$ cat config.mk
export PLATFORM = sky130hd
export DESIGN_NAME = companion_power_sequencer_unit
export DESIGN_NICKNAME = d
export VERILOG_FILES = /design/src/hw/rtl/cps_pkg.sv /design/src/hw/rtl/cps_regs.sv /design/src/hw/rtl/cps_seq.sv /design/src/hw/rtl/companion_power_sequencer_unit.sv
export SDC_FILE = /design/constraint.sdc
export NUM_CORES = 1
export LEC_CHECK = 0
export BUFFER_PORTS_ARGS = -buffer_cell sky130_fd_sc_hd__clkbuf_2
export CAP_MARGIN = 20
export CORE_ASPECT_RATIO = 1.1
export CORE_MARGIN = 5
export CORE_UTILIZATION = 38
export CTS_CLUSTER_DIAMETER = 40
export DETAILED_ROUTE_END_ITERATION = 10
export PLACE_DENSITY = 0.57
export SYNTH_ARGS = -nofsm -noshare
export SYNTH_HDL_FRONTEND = slang
export SYNTH_HIERARCHICAL = 1
export SYNTH_SLANG_ARGS = --single-unit
export TNS_END_PERCENT = 20
$ cat constraint.sdc
create_clock -name clk -period 9.4 [get_ports clk]
set_input_delay 0.47 -clock clk [delete_from_list [all_inputs] [get_ports clk]]
set_output_delay 0.47 -clock clk [all_outputs]
set_load 0.01 [all_outputs]
$ cat src/hw/rtl/cps_pkg.sv
// Shared types, constants and helpers for the companion power sequencer.
// Used by the register file, the sequencer core and the top level.
package cps_pkg;

	localparam int TIME_BITS_DEF = 20;
	localparam int WAIT_W        = 16;
	localparam int PHASE_W       = 20;
	localparam int ADDR_W        = 5;
	localparam int DATA_W        = 32;

	localparam logic [15:0]        DEBOUNCE_RST     = 16'd10;
	localparam logic [15:0]        EARLY_WINDOW_RST = 16'd100;
	localparam logic [15:0]        WAKE_PAUSE_RST   = 16'd1000;
	localparam logic [PHASE_W-1:0] CHECK_PERIOD_RST = 20'd600000;
	localparam logic [PHASE_W-1:0] CHECK_WINDOW_RST = 20'd2000;
	localparam logic [PHASE_W-1:0] UPD_TIMEOUT_RST  = 20'd60000;
	localparam logic [15:0]        RESTART_OFF_RST  = 16'd10;
	localparam logic [15:0]        UPDATE_OFF_RST   = 16'd1000;

	typedef enum logic [2:0] {
		REG_DEBOUNCE     = 3'd0,
		REG_EARLY_WINDOW = 3'd1,
		REG_WAKE_PAUSE   = 3'd2,
		REG_CHECK_PERIOD = 3'd3,
		REG_CHECK_WINDOW = 3'd4,
		REG_UPD_TIMEOUT  = 3'd5,
		REG_RESTART_OFF  = 3'd6,
		REG_UPDATE_OFF   = 3'd7
	} reg_idx_t;

	typedef enum logic [3:0] {
		STEP_IDLE        = 4'd0,
		STEP_DEBOUNCE    = 4'd1,
		STEP_RESTART_OFF = 4'd2,
		STEP_WAKE_RESUME = 4'd3,
		STEP_SETTLE      = 4'd4,
		STEP_WAKE_MANUAL = 4'd5,
		STEP_WAKE_UPDATE = 4'd6,
		STEP_CYCLE_OFF   = 4'd7
	} step_t;

	typedef struct packed {
		logic [15:0]        debounce_ms;
		logic [15:0]        early_window_ms;
		logic [15:0]        wake_pause_ms;
		logic [PHASE_W-1:0] check_period_ms;
		logic [PHASE_W-1:0] check_window_ms;
		logic [PHASE_W-1:0] update_timeout_ms;
		logic [15:0]        restart_off_ms;
		logic [15:0]        update_off_ms;
	} cfg_t;

	typedef struct packed {
		logic power;
		logic led;
		logic shut;
		logic upd;
	} pins_t;

	typedef struct packed {
		pins_t pins;
		logic  busy;
	} result_t;

	// A programmed length of zero still waits one tick.
	function automatic logic [WAIT_W-1:0] wait_len(input logic [15:0] len);
		logic [WAIT_W-1:0] r;
		r = (len == 16'd0) ? WAIT_W'(1) : WAIT_W'(len);
		return r;
	endfunction

endpackage

$ cat src/hw/rtl/cps_regs.sv
// APB-style configuration register file for the companion power sequencer.
// Depends on cps_pkg for the register map and the configuration struct.
module cps_regs (
	input  logic                       clk,
	input  logic                       arst_n,
	input  logic                       psel,
	input  logic                       penable,
	input  logic                       pwrite,
	input  logic [cps_pkg::ADDR_W-1:0] paddr,
	input  logic [cps_pkg::DATA_W-1:0] pwdata,
	output logic [cps_pkg::DATA_W-1:0] prdata,
	output logic                       pready,
	output cps_pkg::cfg_t              cfg
);
	import cps_pkg::*;

	cfg_t     cfg_q;
	reg_idx_t idx;
	logic     wr_en;

	assign idx    = reg_idx_t'(paddr[ADDR_W-1:2]);
	assign wr_en  = psel & penable & pwrite;
	assign pready = 1'b1;
	assign cfg    = cfg_q;

	always_ff @(posedge clk or negedge arst_n) begin
		if (!arst_n) begin
			cfg_q.debounce_ms       <= DEBOUNCE_RST;
			cfg_q.early_window_ms   <= EARLY_WINDOW_RST;
			cfg_q.wake_pause_ms     <= WAKE_PAUSE_RST;
			cfg_q.check_period_ms   <= CHECK_PERIOD_RST;
			cfg_q.check_window_ms   <= CHECK_WINDOW_RST;
			cfg_q.update_timeout_ms <= UPD_TIMEOUT_RST;
			cfg_q.restart_off_ms    <= RESTART_OFF_RST;
			cfg_q.update_off_ms     <= UPDATE_OFF_RST;
		end else if (wr_en) begin
			case (idx)
				REG_DEBOUNCE:     cfg_q.debounce_ms       <= pwdata[15:0];
				REG_EARLY_WINDOW: cfg_q.early_window_ms   <= pwdata[15:0];
				REG_WAKE_PAUSE:   cfg_q.wake_pause_ms     <= pwdata[15:0];
				REG_CHECK_PERIOD: cfg_q.check_period_ms   <= pwdata[PHASE_W-1:0];
				REG_CHECK_WINDOW: cfg_q.check_window_ms   <= pwdata[PHASE_W-1:0];
				REG_UPD_TIMEOUT:  cfg_q.update_timeout_ms <= pwdata[PHASE_W-1:0];
				REG_RESTART_OFF:  cfg_q.restart_off_ms    <= pwdata[15:0];
				REG_UPDATE_OFF:   cfg_q.update_off_ms     <= pwdata[15:0];
				default: ;
			endcase
		end
	end

	always_comb begin
		case (idx)
			REG_DEBOUNCE:     prdata = DATA_W'(cfg_q.debounce_ms);
			REG_EARLY_WINDOW: prdata = DATA_W'(cfg_q.early_window_ms);
			REG_WAKE_PAUSE:   prdata = DATA_W'(cfg_q.wake_pause_ms);
			REG_CHECK_PERIOD: prdata = DATA_W'(cfg_q.check_period_ms);
			REG_CHECK_WINDOW: prdata = DATA_W'(cfg_q.check_window_ms);
			REG_UPD_TIMEOUT:  prdata = DATA_W'(cfg_q.update_timeout_ms);
			REG_RESTART_OFF:  prdata = DATA_W'(cfg_q.restart_off_ms);
			REG_UPDATE_OFF:   prdata = DATA_W'(cfg_q.update_off_ms);
			default:          prdata = '0;
		endcase
	end

endmodule

$ cat src/hw/rtl/cps_seq.sv
// Sequencer core: state, wait counter, wake and period timers and pin levels.
// Advances by one tick per accepted item. Depends on cps_pkg.
module cps_seq #(
	parameter int TIME_BITS = cps_pkg::TIME_BITS_DEF
) (
	input  logic             clk,
	input  logic             arst_n,
	input  logic             tick,
	input  logic             req,
	input  logic             btn,
	input  cps_pkg::cfg_t    cfg,
	output cps_pkg::result_t res_d
);
	import cps_pkg::*;

	localparam int CMP_W = (TIME_BITS > PHASE_W) ? TIME_BITS : PHASE_W;

	step_t              step_q, step_d;
	logic [WAIT_W-1:0]  wait_q, wait_d, wc_dec;
	logic [TIME_BITS-1:0] since_q, since_d, sw_inc;
	logic [PHASE_W-1:0] phase_q, phase_d, phase_nx, period;
	logic [PHASE_W:0]   phase_inc;
	logic               powered_q, powered_d, upd_mode_q, upd_mode_d;
	pins_t              pins_q, pins_d;
	logic               early, timed_out, in_window, wait_end;
	logic               chk_wake_man, chk_shut_req, chk_wake_upd, chk_cycle;

	// Timers advance before any decision in the tick, so decisions see the new values.
	assign sw_inc    = (since_q == {TIME_BITS{1'b1}}) ? since_q : since_q + TIME_BITS'(1);
	assign early     = CMP_W'(sw_inc) < CMP_W'(cfg.early_window_ms);
	assign timed_out = CMP_W'(sw_inc) > CMP_W'(cfg.update_timeout_ms);

	assign period    = (cfg.check_period_ms == '0) ? PHASE_W'(1) : cfg.check_period_ms;
	assign phase_inc = {1'b0, phase_q} + (PHASE_W+1)'(1);
	assign phase_nx  = (phase_inc >= {1'b0, period}) ? '0 : phase_inc[PHASE_W-1:0];
	assign in_window = phase_nx < cfg.check_window_ms;

	assign wc_dec   = (wait_q != '0) ? wait_q - WAIT_W'(1) : wait_q;
	assign wait_end = (wc_dec == '0);

	// Idle checks in priority order; a request outranks everything.
	assign chk_wake_man = !req && btn && !powered_q;
	assign chk_shut_req = !req && btn && powered_q;
	assign chk_wake_upd = !req && !btn && in_window && !powered_q;
	assign chk_cycle    = !req && !btn && powered_q && upd_mode_q && timed_out;

	always_comb begin
		step_d = step_q;
		wait_d = wait_q;
		if (tick) begin
			case (step_q)
				STEP_IDLE: begin
					if (req) begin
						step_d = STEP_DEBOUNCE;
						wait_d = wait_len(cfg.debounce_ms);
					end else if (chk_wake_man) begin
						step_d = STEP_WAKE_MANUAL;
						wait_d = wait_len(cfg.wake_pause_ms);
					end else if (chk_wake_upd) begin
						step_d = STEP_WAKE_UPDATE;
						wait_d = wait_len(cfg.wake_pause_ms);
					end else if (chk_cycle) begin
						step_d = STEP_CYCLE_OFF;
						wait_d = wait_len(cfg.update_off_ms);
					end
				end
				STEP_DEBOUNCE: begin
					wait_d = wc_dec;
					if (wait_end) begin
						step_d = STEP_IDLE;
						if (req && early) begin
							step_d = STEP_RESTART_OFF;
							wait_d = wait_len(cfg.restart_off_ms);
						end else if (req) begin
							step_d = STEP_SETTLE;
							wait_d = wait_len(cfg.debounce_ms);
						end
					end
				end
				STEP_RESTART_OFF, STEP_CYCLE_OFF: begin
					wait_d = wc_dec;
					if (wait_end) begin
						step_d = STEP_WAKE_RESUME;
						wait_d = wait_len(cfg.wake_pause_ms);
					end
				end
				STEP_WAKE_RESUME, STEP_SETTLE, STEP_WAKE_MANUAL, STEP_WAKE_UPDATE: begin
					wait_d = wc_dec;
					if (wait_end) begin
						step_d = STEP_IDLE;
					end
				end
				default: begin
					step_d = STEP_IDLE;
					wait_d = '0;
				end
			endcase
		end
	end

	always_comb begin
		pins_d     = pins_q;
		powered_d  = powered_q;
		upd_mode_d = upd_mode_q;
		since_d    = since_q;
		phase_d    = phase_q;
		if (tick) begin
			since_d = sw_inc;
			phase_d = phase_nx;
			case (step_q)
				STEP_IDLE: begin
					if (req) begin
						pins_d = pins_q;
					end else if (chk_wake_man) begin
						pins_d.upd   = 1'b0;
						pins_d.power = 1'b1;
						pins_d.shut  = 1'b0;
					end else if (chk_shut_req) begin
						pins_d.shut = 1'b1;
						pins_d.led  = 1'b1;
					end else if (chk_wake_upd) begin
						pins_d.power = 1'b1;
						pins_d.shut  = 1'b0;
						pins_d.upd   = 1'b1;
					end else if (chk_cycle) begin
						pins_d.power = 1'b0;
						pins_d.led   = 1'b1;
						pins_d.upd   = 1'b1;
					end
				end
				STEP_DEBOUNCE: begin
					if (wait_end && req && early) begin
						pins_d.power = 1'b0;
					end else if (wait_end && req) begin
						pins_d    = '0;
						powered_d = 1'b0;
					end
				end
				STEP_RESTART_OFF, STEP_CYCLE_OFF: begin
					if (wait_end) begin
						pins_d.power = 1'b1;
					end
				end
				STEP_WAKE_RESUME: begin
					if (wait_end) begin
						since_d = '0;
					end
				end
				STEP_WAKE_MANUAL: begin
					if (wait_end) begin
						powered_d  = 1'b1;
						upd_mode_d = 1'b0;
						since_d    = '0;
					end
				end
				STEP_WAKE_UPDATE: begin
					if (wait_end) begin
						powered_d  = 1'b1;
						upd_mode_d = 1'b1;
						since_d    = '0;
					end
				end
				default: ;
			endcase
		end
	end

	assign res_d.pins = pins_d;
	assign res_d.busy = (step_d != STEP_IDLE);

	always_ff @(posedge clk or negedge arst_n) begin
		if (!arst_n) begin
			step_q     <= STEP_IDLE;
			wait_q     <= '0;
			since_q    <= '0;
			phase_q    <= '0;
			powered_q  <= 1'b0;
			upd_mode_q <= 1'b0;
			pins_q     <= '0;
		end else begin
			step_q     <= step_d;
			wait_q     <= wait_d;
			since_q    <= since_d;
			phase_q    <= phase_d;
			powered_q  <= powered_d;
			upd_mode_q <= upd_mode_d;
			pins_q     <= pins_d;
		end
	end

endmodule

$ cat src/hw/rtl/companion_power_sequencer_unit.sv
// Top level of the companion power sequencer: input stage, result stage, handshakes.
// Instantiates cps_regs and cps_seq; depends on cps_pkg.
//
//   channel  direction  handshake          payload
//   in       to block   in_valid/in_stall  request_level, button_pressed
//   out      from block out_valid/out_stall power_enable, led_on, shutdown_signal,
//                                          update_select, busy_res
//   config   to block   APB write/read     eight timing registers
//
// An item waits in the input stage until the result register can accept its result;
// the sequencer state updates once per item, as that result is loaded. One item is
// taken every cycle unless the input is stalled. Reset clears the valid flags and
// sequencer state and loads the default timings. A stalled result holds the input
// stage, and the input is stalled only while both stages are full.
module companion_power_sequencer_unit #(
	parameter int TIME_BITS = cps_pkg::TIME_BITS_DEF
) (
	input  logic                       clk,
	input  logic                       arst_n,
	input  logic                       in_valid,
	output logic                       in_stall,
	input  logic                       request_level,
	input  logic                       button_pressed,
	output logic                       out_valid,
	input  logic                       out_stall,
	output logic                       power_enable,
	output logic                       led_on,
	output logic                       shutdown_signal,
	output logic                       update_select,
	output logic                       busy_res,
	input  logic                       psel,
	input  logic                       penable,
	input  logic                       pwrite,
	input  logic [cps_pkg::ADDR_W-1:0] paddr,
	input  logic [cps_pkg::DATA_W-1:0] pwdata,
	output logic [cps_pkg::DATA_W-1:0] prdata,
	output logic                       pready
);
	import cps_pkg::*;

	cfg_t    cfg;
	result_t res_d, res_s2;
	logic    valid_s1, req_s1, btn_s1, valid_s2;
	logic    advance, tick;

	assign advance  = !valid_s2 || !out_stall;
	assign tick     = valid_s1 && advance;
	assign in_stall = valid_s1 && !advance;

	cps_regs u_regs (
		.clk     (clk),
		.arst_n  (arst_n),
		.psel    (psel),
		.penable (penable),
		.pwrite  (pwrite),
		.paddr   (paddr),
		.pwdata  (pwdata),
		.prdata  (prdata),
		.pready  (pready),
		.cfg     (cfg)
	);

	cps_seq #(
		.TIME_BITS (TIME_BITS)
	) u_seq (
		.clk    (clk),
		.arst_n (arst_n),
		.tick   (tick),
		.req    (req_s1),
		.btn    (btn_s1),
		.cfg    (cfg),
		.res_d  (res_d)
	);

	always_ff @(posedge clk or negedge arst_n) begin
		if (!arst_n) begin
			valid_s1 <= 1'b0;
			valid_s2 <= 1'b0;
		end else begin
			if (!in_stall) begin
				valid_s1 <= in_valid;
			end
			valid_s2 <= tick || (valid_s2 && out_stall);
		end
	end

	always_ff @(posedge clk) begin
		if (!in_stall && in_valid) begin
			req_s1 <= request_level;
			btn_s1 <= button_pressed;
		end
		if (tick) begin
			res_s2 <= res_d;
		end
	end

	assign out_valid       = valid_s2;
	assign power_enable    = res_s2.pins.power;
	assign led_on          = res_s2.pins.led;
	assign shutdown_signal = res_s2.pins.shut;
	assign update_select   = res_s2.pins.upd;
	assign busy_res        = res_s2.busy;

endmodule

==> flow_metrics.py <==
metrics = {
    "logic_synthesis": {
        "count_of_distinct_cell_types_in_the_synthesized_netlist": 87,
        "synth_top_area_share": 0.292,
        "synth_sequential_area_ratio": 0.379,
        "synth_compound_gate_area_share": 0.135,
        "synth_top_cell_by_area": "dfrtp_1",
        "ys_async_sr_fraction": 0.967,
        "simple_logic_cell_fraction_of_the_synthesized_area": 0.146,
        "syn-instance-count": 1440,
        "synth.ff_latch_count": 215,
        "synth_edf_count": 7,
        "synth.yosys.warnings": 6,
        "netlist_top_cells_area": "dfrtp_1, mux2_2, dfstp_2",
        "synth_ff_type": "dfrtp_1",
        "post_synth.cell_area_avg_sq_um": 10.0,
        "main_combinational_cell_family_by_area_after_synthesis": "multiplexers",
        "synth_xor_area_frac": 0.0267,
        "yosys.area_share.adder": 0.0677,
        "share_of_cell_area_taken_by_muxes_after_synthesis": 0.189,
        "netlist_area_sq_um": 14400,
    },
    "cells_and_area": {
        "commonest_non_fill_non_tap_cell_in_the_layout": "dfrtp_1",
        "number_of_inserted_filler_cells_in_the_final_layout": 3636,
        "area_used_by_multi_input_combinational_logic_sq_um": 8220,
        "area.growth.synth_to_final_pct": 13.3,
        "final_layout_size_suffix_gt1_frac": 0.253,
        "layout_common_cells": "dfrtp_1, mux2_2, inv_1, nand2_1, ha_1",
        "diodes": 0,
        "fin_nets": 1608,
        "register_area_sq_um": 5470,
        "finish.cell_count_without_fillers": 2006,
    },
    "die": {
        "initial_standard_cell_utilization_of_the_core": 0.386,
        "die_height_um": 214,
        "die_outline_area_sq_um": 41900,
        "std_cell_rows": 74,
        "chip_width_um": 196,
        "floorplan.core_area_sq_um": 37300,
        "design.portCount": 86,
    },
    "placement": {
        "place_hpwl_mm": 32.7,
        "dpl.cell_count": 1939,
        "port-buffer-count": 58,
        "global_placement_routability_congestion": 0.924,
    },
    "timing": {
        "worst-slew-pin-transition_ns": 1.07,
        "final-max-slew-violation-count": 0,
        "total_negative_setup_slacks_ns": 0,
        "finalHoldViolCount": 0,
        "layout_min_cycle_time_ns": 7.04,
        "fmax_mhz": 142,
        "setup_violations": 0,
        "clock_skew_ns": 0.0148,
        "timing.max_slew.rel_slack": 0.288,
        "grt_setup_unrepaired": "false",
        "finalCritPeriodShare": 0.749,
    },
    "run_status": {
        "status": "finished, final reports clean",
    },
    "hold_path": {
        "type_of_the_most_critical_hold_path": "input pin to register",
    },
    "clocking": {
        "tritoncts.num_buffers": 36,
        "cts_htree_levels": 2,
        "cts.clk_slew.worst_paths_ns": 0.05,
        "clkLatencyLatePin_ns": 0.53,
        "clock_sink_count": 215,
        "max-clock-path-buffers": 3,
        "root_buffer": "clkbuf_16",
        "post_cts.repair.setup_buffers": 0,
        "cts_tree": "done",
    },
    "setup_path": {
        "critical-path-slowest-cell": "nor3_1",
        "criticalPathCategory": "register to register",
        "setup.worst_path.end_class": "register",
        "required_ns": 9.65,
        "cell_chain_critical_path": "ha_1, nand3_1, nor3_1, nand3_1, xnor2_1, ha_1, nand3_1, nor4_1, nand2_1, nand4_1, a31o_2, inv_1, and2_1, ha_1, nand4_1, nor2_1, o221ai_1, a31oi_1, nand2_1, o21a_1, a311o_1, or4b_1",
        "slowest_delay_ns": 0.62,
        "worst_ep_arrival_time_ns": 7.29,
        "startpoint_type": "register",
        "cp.buffers_inverters": 1,
        "crit_path_max_fanout": 15,
        "cp_top_family": "simple AND/OR/NAND/NOR gates",
    },
    "drt": {
        "dr_total_vias": 11600,
        "firstDrtPassIters": 7,
        "drtIter0Drc": 864,
        "drt_drc_violations_left": 0,
        "wl_mm": 44.2,
        "wl_per_cell_um": 22.0,
        "routed_via_density": 5.78,
        "antenna_violating_nets_post_route": 0,
    },
    "global_route": {
        "grt_pass1_vias": 11500,
        "grt_pass1_wl_mm": 68.5,
        "antenna_found_initial": 1,
        "grt_start_max_net_pins": 91,
        "grt_overflow": 0,
        "grt.total_usage": 0.206,
    },
    "power": {
        "power.leakage_nw": 7.30,
        "power.density_cell_area_nw_per_um2": 263,
        "ir_worst_vdd_mv": 0.147,
    },
    "job": {
        "max_cap_viols": 0,
    },
}
==> sequential cells by signal (all words and copies together), names as in the netlist <==
| signal | count |
|---|---|
| u_regs/cfg | 140 |
| u_seq/phase_q | 20 |
| u_seq/since_q | 20 |
| u_seq/wait_q | 16 |
| u_seq/pins_q | 4 |
| u_seq/step_q | 4 |
| btn_s1 | 1 |
| busy_res | 1 |
| led_on | 1 |
| out_valid | 1 |
| power_enable | 1 |
| req_s1 | 1 |
| shutdown_signal | 1 |
| u_seq/powered_q | 1 |
| u_seq/upd_mode_q | 1 |
| update_select | 1 |
| valid_s1 | 1 |
==> per-stage QoR <==
stage               hold WS (ns)  power [mW]  worst slack, ns  instance area, sq um   util
global placement           0.481        2.96             2.18                 15100  0.405
detailed placement         0.507        2.99             2.45                 15100  0.406
CTS                        0.109        4.32             2.42                 16300  0.438
finish                     0.134        4.30             2.36                 16300  0.438
floorplan                  0.174        2.50             3.85                 14500      -
global route               0.115        4.57             1.92                 16300  0.438
==> layout make-up <==
cell class | instances | share of cell area
Clock buffer | 39 | 0.0584
Inverter | 106 | 0.0244
Clock inverter | 27 | 0.0146
Tap cell | 494 | 0.0378
Timing Repair Buffer | 76 | 0.0270
Multi-Input combinational cell | 1049 | 0.503
Sequential cell | 215 | 0.335
==> per-layer routing <==
metal  track usage  wire (um)  vias to the layer above
li1              -          -                     5386
met1         0.266      18900                     5763
met2         0.341      21100                      351
met3        0.0338       2210                       83
met4        0.0889       2040                        2
met5             0          8                        -
==> repair_timing <==
action | 4_1_cts | 5_1_grt
hold endpoints to repair | 18 | 0
gates resized for setup | 0 | 0
hold buffers | 1 | 0
==> final timing paths <==
check,end,startpoint,slack [ns],cells past startpoint
setup / recovery,busy_res,u_seq/phase_q[0],2.36,22
max in group asynchronous,u_regs/cfg[132],arst_n,7.43,3
min in group asynchronous,u_seq/since_q[17],arst_n,0.53,2
setup reg to reg,busy_res,u_seq/phase_q[0],2.36,22
hold / removal,btn_s1,button_pressed,0.13,1
hold reg to reg,u_seq/pins_q[0],u_seq/pins_q[0],0.51,1
==> cell families (layout without fill, tap and decap cells) <==
family	count (synthesis)	in the layout
compound gates	284	284
fa+ha+maj	78	78
other cells	2	13
buf+inv	187	248
flops	215	215
mux	246	246
simple gates	384	384
xor+xnor	44	44
==> Yosys cell counts (all sizes together) (34+ instances only) <==
| library cell | number |
|---|---|
| mux2 | 173 |
| dfrtp | 168 |
| inv | 106 |
| nand2 | 79 |
| ha | 78 |
| mux2i | 73 |
| nor2 | 64 |
| o21ai | 60 |
| a21oi | 49 |
| buf | 48 |
| nand3 | 43 |
| dfstp | 40 |
| nand4 | 34 |
==> power by group <==
group	total [mW]	leakage [nW]	switching [mW]	internal [mW]
combinational	1.57	4.04	0.887	0.686
clock	1.30	0.595	0.495	0.801
sequential	1.43	2.66	0.277	1.15
total	4.30	7.30	1.66	2.64
Power figures use the tool's default switching activity.
